### src/rtl/core/flywheel_speed_regulator_macros.svh
// Assertion macros shared by the flywheel speed regulator RTL.
`ifndef FLYWHEEL_SPEED_REGULATOR_MACROS_SVH
`define FLYWHEEL_SPEED_REGULATOR_MACROS_SVH

// Check a consequent in the same cycle as its antecedent.
`define FSR_ASSERT_NOW(label, ante, cons, msg) \
  label: assert property (@(posedge clk) disable iff (!rst_n) (ante) |-> (cons)) \
    else $error(msg);

// Check a consequent in the cycle after its antecedent.
`define FSR_ASSERT_NEXT(label, ante, cons, msg) \
  label: assert property (@(posedge clk) disable iff (!rst_n) (ante) |=> (cons)) \
    else $error(msg);

`endif

### src/rtl/core/fsr_pkg.sv
// Package with types, register indexes and constants of the flywheel speed regulator.
`default_nettype none

package fsr_pkg;

  // Field widths
  localparam int SpeedW   = 27;
  localparam int DriveW   = 22;
  localparam int CfgIdxW  = 3;
  localparam int CfgDataW = 24;

  // Register widths
  localparam int GainW   = 24;
  localparam int PoleW   = 17;
  localparam int StaticW = 20;
  localparam int ThreshW = 23;
  localparam int LimitW  = 21;

  // Shared multiplier operand and product widths
  localparam int MulAW = 32;
  localparam int MulBW = 25;
  localparam int ProdW = MulAW + MulBW;
  localparam int FracW = 16;
  localparam int RndW  = ProdW - FracW;
  localparam int SumW  = 44;

  // Register reset values
  localparam logic [PoleW-1:0]  PoleReset  = PoleW'(65536);
  localparam logic [LimitW-1:0] LimitReset = LimitW'(786432);

  // Register indexes
  typedef enum logic [CfgIdxW-1:0] {
    REG_FEEDBACK_GAIN      = 3'd0,
    REG_PLANT_POLE         = 3'd1,
    REG_INVERSE_INPUT_GAIN = 3'd2,
    REG_STATIC_VOLTS       = 3'd3,
    REG_SHOT_THRESHOLD     = 3'd4,
    REG_RECOVERY_THRESHOLD = 3'd5,
    REG_VOLT_LIMIT         = 3'd6
  } reg_idx_t;

  // Operand selection of the shared multiplier
  typedef enum logic [1:0] {
    MUL_FB   = 2'd0,
    MUL_POLE = 2'd1,
    MUL_FF   = 2'd2,
    MUL_NONE = 2'd3
  } mul_sel_t;

  // Sequencer states
  typedef enum logic [4:0] {
    S_IDLE = 5'b00001,
    S_FB   = 5'b00010,
    S_POLE = 5'b00100,
    S_FF   = 5'b01000,
    S_FIN  = 5'b10000
  } state_t;

  // Commands from the controller to the datapath
  typedef struct packed {
    logic     load_in;
    logic     capture_fb;
    mul_sel_t mul_sel;
    logic     commit;
  } cmd_t;

endpackage

`default_nettype wire

### src/rtl/core/fsr_ctrl.sv
// Controller: sequences the shared multiplier and owns the handshakes.
`default_nettype none

module fsr_ctrl (
  input  logic          clk,
  input  logic          rst_n,
  input  logic          in_valid,
  output logic          in_stall,
  output logic          out_valid,
  input  logic          out_stall,
  output fsr_pkg::cmd_t cmd
);
  import fsr_pkg::*;

  state_t state_r;
  state_t state_nxt;
  logic   out_valid_r;
  logic   out_valid_nxt;
  logic   accept;
  logic   slot_free;

  assign in_stall  = (state_r != S_IDLE);
  assign accept    = in_valid && !in_stall;
  assign slot_free = !out_valid_r || !out_stall;

  // Advance through the three products, then commit when the result slot frees
  always_comb begin
    state_nxt      = state_r;
    cmd.load_in    = 1'b0;
    cmd.capture_fb = 1'b0;
    cmd.mul_sel    = MUL_NONE;
    cmd.commit     = 1'b0;
    unique case (state_r)
      S_IDLE: begin
        cmd.load_in = accept;
        if (accept) state_nxt = S_FB;
      end
      S_FB: begin
        cmd.mul_sel = MUL_FB;
        state_nxt   = S_POLE;
      end
      S_POLE: begin
        cmd.mul_sel    = MUL_POLE;
        cmd.capture_fb = 1'b1;
        state_nxt      = S_FF;
      end
      S_FF: begin
        cmd.mul_sel = MUL_FF;
        state_nxt   = S_FIN;
      end
      S_FIN: begin
        cmd.commit = slot_free;
        if (slot_free) state_nxt = S_IDLE;
      end
      default: begin
        state_nxt = S_IDLE;
      end
    endcase
  end

  // Hold the result valid until it is taken
  always_comb begin
    if (cmd.commit) begin
      out_valid_nxt = 1'b1;
    end else if (!out_stall) begin
      out_valid_nxt = 1'b0;
    end else begin
      out_valid_nxt = out_valid_r;
    end
  end

  always_ff @(posedge clk) begin
    if (!rst_n) begin
      state_r     <= S_IDLE;
      out_valid_r <= 1'b0;
    end else begin
      state_r     <= state_nxt;
      out_valid_r <= out_valid_nxt;
    end
  end

  assign out_valid = out_valid_r;

endmodule

`default_nettype wire

### config.mk
export PLATFORM = sky130hd
export DESIGN_NAME = fsr_ctrl
export DESIGN_NICKNAME = d
export VERILOG_FILES = /design/src/rtl/core/flywheel_speed_regulator_macros.svh /design/src/rtl/core/fsr_pkg.sv /design/src/rtl/core/fsr_ctrl.sv
export SDC_FILE = /design/constraint.sdc
export NUM_CORES = 1
export LEC_CHECK = 0
export ABC_AREA = 1
export BUFFER_PORTS_ARGS = -buffer_cell sky130_fd_sc_hd__buf_4
export CAP_MARGIN = 20
export CORE_AREA = 2 2 39 41
export DETAILED_ROUTE_END_ITERATION = 10
export DIE_AREA = 0 0 41 43
export PLACE_DENSITY = 0.55
export SETUP_SLACK_MARGIN = 0.1
export SLEW_MARGIN = 0
export SYNTH_ARGS = -nofsm -noshare
export SYNTH_HDL_FRONTEND = slang
export SYNTH_SLANG_ARGS = --single-unit
### constraint.sdc
create_clock -name clk -period 2.1 [get_ports clk]
set_input_delay 0.42 -clock clk [delete_from_list [all_inputs] [get_ports clk]]
set_output_delay 0.42 -clock clk [all_outputs]
set_load 0.1 [all_outputs]
==> flow_summary.toml <==
[sta]
worstMarginPinSlew_ns = 0.2779
max_freq_mhz = 558.2
slew_headroom = 0.8162
rsz0062_at_grt = "false"
finalClockSkew_ns = 0.006097
maxSlewViolCount = 0
fin_crit_sh = 0.8531
hold_violations = 0
final-setup-viol-count = 0
finalCriticalPeriod_ns = 1.792

[grt]
overflow = 0
antenna_found_initial = 0
grt_pass1_wl_um = 1062
grt_pass1_vias = 291
grt_max_degree = 6
grtUsageTotal = 0.09457

[cells_and_area]
finalNetCount = 64
postLayoutCoreUtil = 0.3309
drive_gt1_frac = 0.4483
antenna_cells = 0
layout.cells.non_filler = 74
final_cell_mix = "10 x buf_4, 7 x nor2_1, 7 x nand2_1"
fillers = 154
final_common_cell = "buf_4"
syn2layout_area_growth_pct = 37.08
stdcell_area_sq_um = 457.9

[clock_network]
path_clk_slew_ns = 0.04
cts_tree = "done"
htreeDepth = 1
cts_buffers = 3
cts_resized = 0
cts_setup_buffers = 0
cts-root-buf = "clkbuf_4"
numClockSinks = 6
clock_path_buffers = 2
cts_hold_repair.buffers = 0
clkLatencyLatePin_ns = 0.24

[critical_path]
worstReg2RegEnd = "state_r[0]$_SDFFE_PN1P_"
regToRegSetupSlack_ns = 1.07
cp.required_ns = 1.68
reg2reg_depth = 6
r2r_start = "state_r[0]$_SDFFE_PN1P_"
worst_ep_arrival_time_ns = 1.37
crit_fanout = 3
critPathCaptureType = "output pin"
worstPathCellList = "nor2_1 -> nand4_1 -> inv_1 -> buf_4"
cp-start-kind = "flop"
critPathTopFamily = "buffers and inverters"
critPathSlowestCell = "dfxtp_1"
worst-path-buf-inv = 2
criticalPathCategory = "flop to output pin"
path_depth = 4
critical_path.max_stage_delay_ns = 0.32

[synthesis]
syn_nets = 50
yosysSeqAreaShare = 0.3596
synth_area_sq_um = 334.1
ys_ff_latch = 6
yosysWarnings = 0
syn_inst = 46
syn_avg_cell_area_sq_um = 7.262
ys_types = 17

[route]
vias = 302
via_per_inst = 4.081
drc = 0
first_pass_iters = 4
first_iter_violations = 9
postRouteAntennaNets = 0
wl_per_cell_um = 8.703
drt_wl_total_um = 644

[status]
status = "finished clean"

[floorplan]
coreArea_sq_um = 1384
placementRows = 14
die_x_um = 41
ios = 11
dieArea_sq_um = 1763
die_y_um = 43
start_util = 0.2414

[power]
p_per_area_nw_per_um2 = 735.3
leakage_nw = 0.2045
ir_drop_mv = 0.3813

[worst_hold_path]
holdPathStages = 2
hold_path.class = "input port to flop"
whs_endpoint = "state_r[0]$_SDFFE_PN1P_"
hp-start = "rst_n"

[place]
dp.cells = 71
dp_hpwl_um = 500
place.gp.congestion = 0.6693
dpl_cell_area_sq_um = 435.4
port_buffers = 10

[run]
maxCapViolations = 0
## Yosys cell counts
library cell / number / share of area
buf_4: 1 / 0.022
a21oi_1: 3 / 0.045
nand2_4: 1 / 0.034
inv_1: 6 / 0.067
nand3_2: 1 / 0.030
nand2_1: 7 / 0.079
nor3_2: 1 / 0.030
o21ai_1: 1 / 0.015
nand3_1: 1 / 0.015
dfxtp_1: 6 / 0.36
nor2_4: 3 / 0.10
nor3_1: 1 / 0.015
or2_4: 1 / 0.026
nor2_2: 1 / 0.019
nand4_1: 1 / 0.019
inv_2: 2 / 0.022
nor2_1: 9 / 0.10
## how the worst max path moves through the flow
stage,to,start,slack [ns]
floorplan,cmd[2],state_r[3]$_SDFFE_PN0P_,-0.24
global placement,cmd[4],state_r[2]$_SDFFE_PN0P_,0.55
detailed placement,cmd[4],state_r[2]$_SDFFE_PN0P_,0.56
CTS,cmd[4],state_r[2]$_SDFFE_PN0P_,0.29
global route,cmd[1],state_r[0]$_SDFFE_PN1P_,0.21
finish,cmd[3],state_r[0]$_SDFFE_PN1P_,0.31
## state kept, by name, summed over array words and instances, names as in the netlist
signal     cells
state_r        5
out_valid      1
## layer usage
metal / vias to the layer above / GRT usage / routed length, um
li1: 165 / - / -
met5: - / 0 / 0
met2: 10 / 0.1344 / 307
met1: 127 / 0.09709 / 271
met4: 0 / 0.04000 / 0
met3: 0 / 0.07853 / 65
## cells by family (layout without fill, tap and decap cells)
| family | after synthesis | after routing | share of synthesized area |
|---|---|---|---|
| flops | 6 | 6 | 0.3596 |
| buf+inv | 9 | 21 | 0.1124 |
| compound gates | 4 | 4 | 0.05990 |
| simple gates | 27 | 27 | 0.4682 |
## power by group
part	total (W)	switching, W	leakage, nW	internal [W]
clock	0.000104	0.0000399	0.0138	0.0000645
sequential	0.000122	0.00000335	0.0488	0.000119
combinational	0.000110	0.0000833	0.142	0.0000268
total	0.000337	0.000127	0.204	0.000210
## per-stage QoR
stage	setup WS [ns]	TNS (ns)	hold WS (ns)	power [W]
after detailed placement	0.5637	0	0.5184	0.0002348
after CTS	0.2945	0	0.3706	0.0003420
after global routing	0.2128	0	0.3660	0.0003562
final	0.3084	0	0.3748	0.0003367
after floorplan	-0.2361	-0.2361	0.5016	0.0002138
after global placement	0.5549	0	0.5130	0.0002346
## area by class of cell
type	count	area (sq um)	area share
clock buffers	3	22.52	0.04918
inverters	8	30.03	0.06557
multi-input cells	31	190.2	0.4153
flip-flops and latches	6	120.1	0.2623
well taps	16	20.02	0.04372
repair buffers	10	75.07	0.1639
Note: power is estimated with default switching activity, not from simulation.
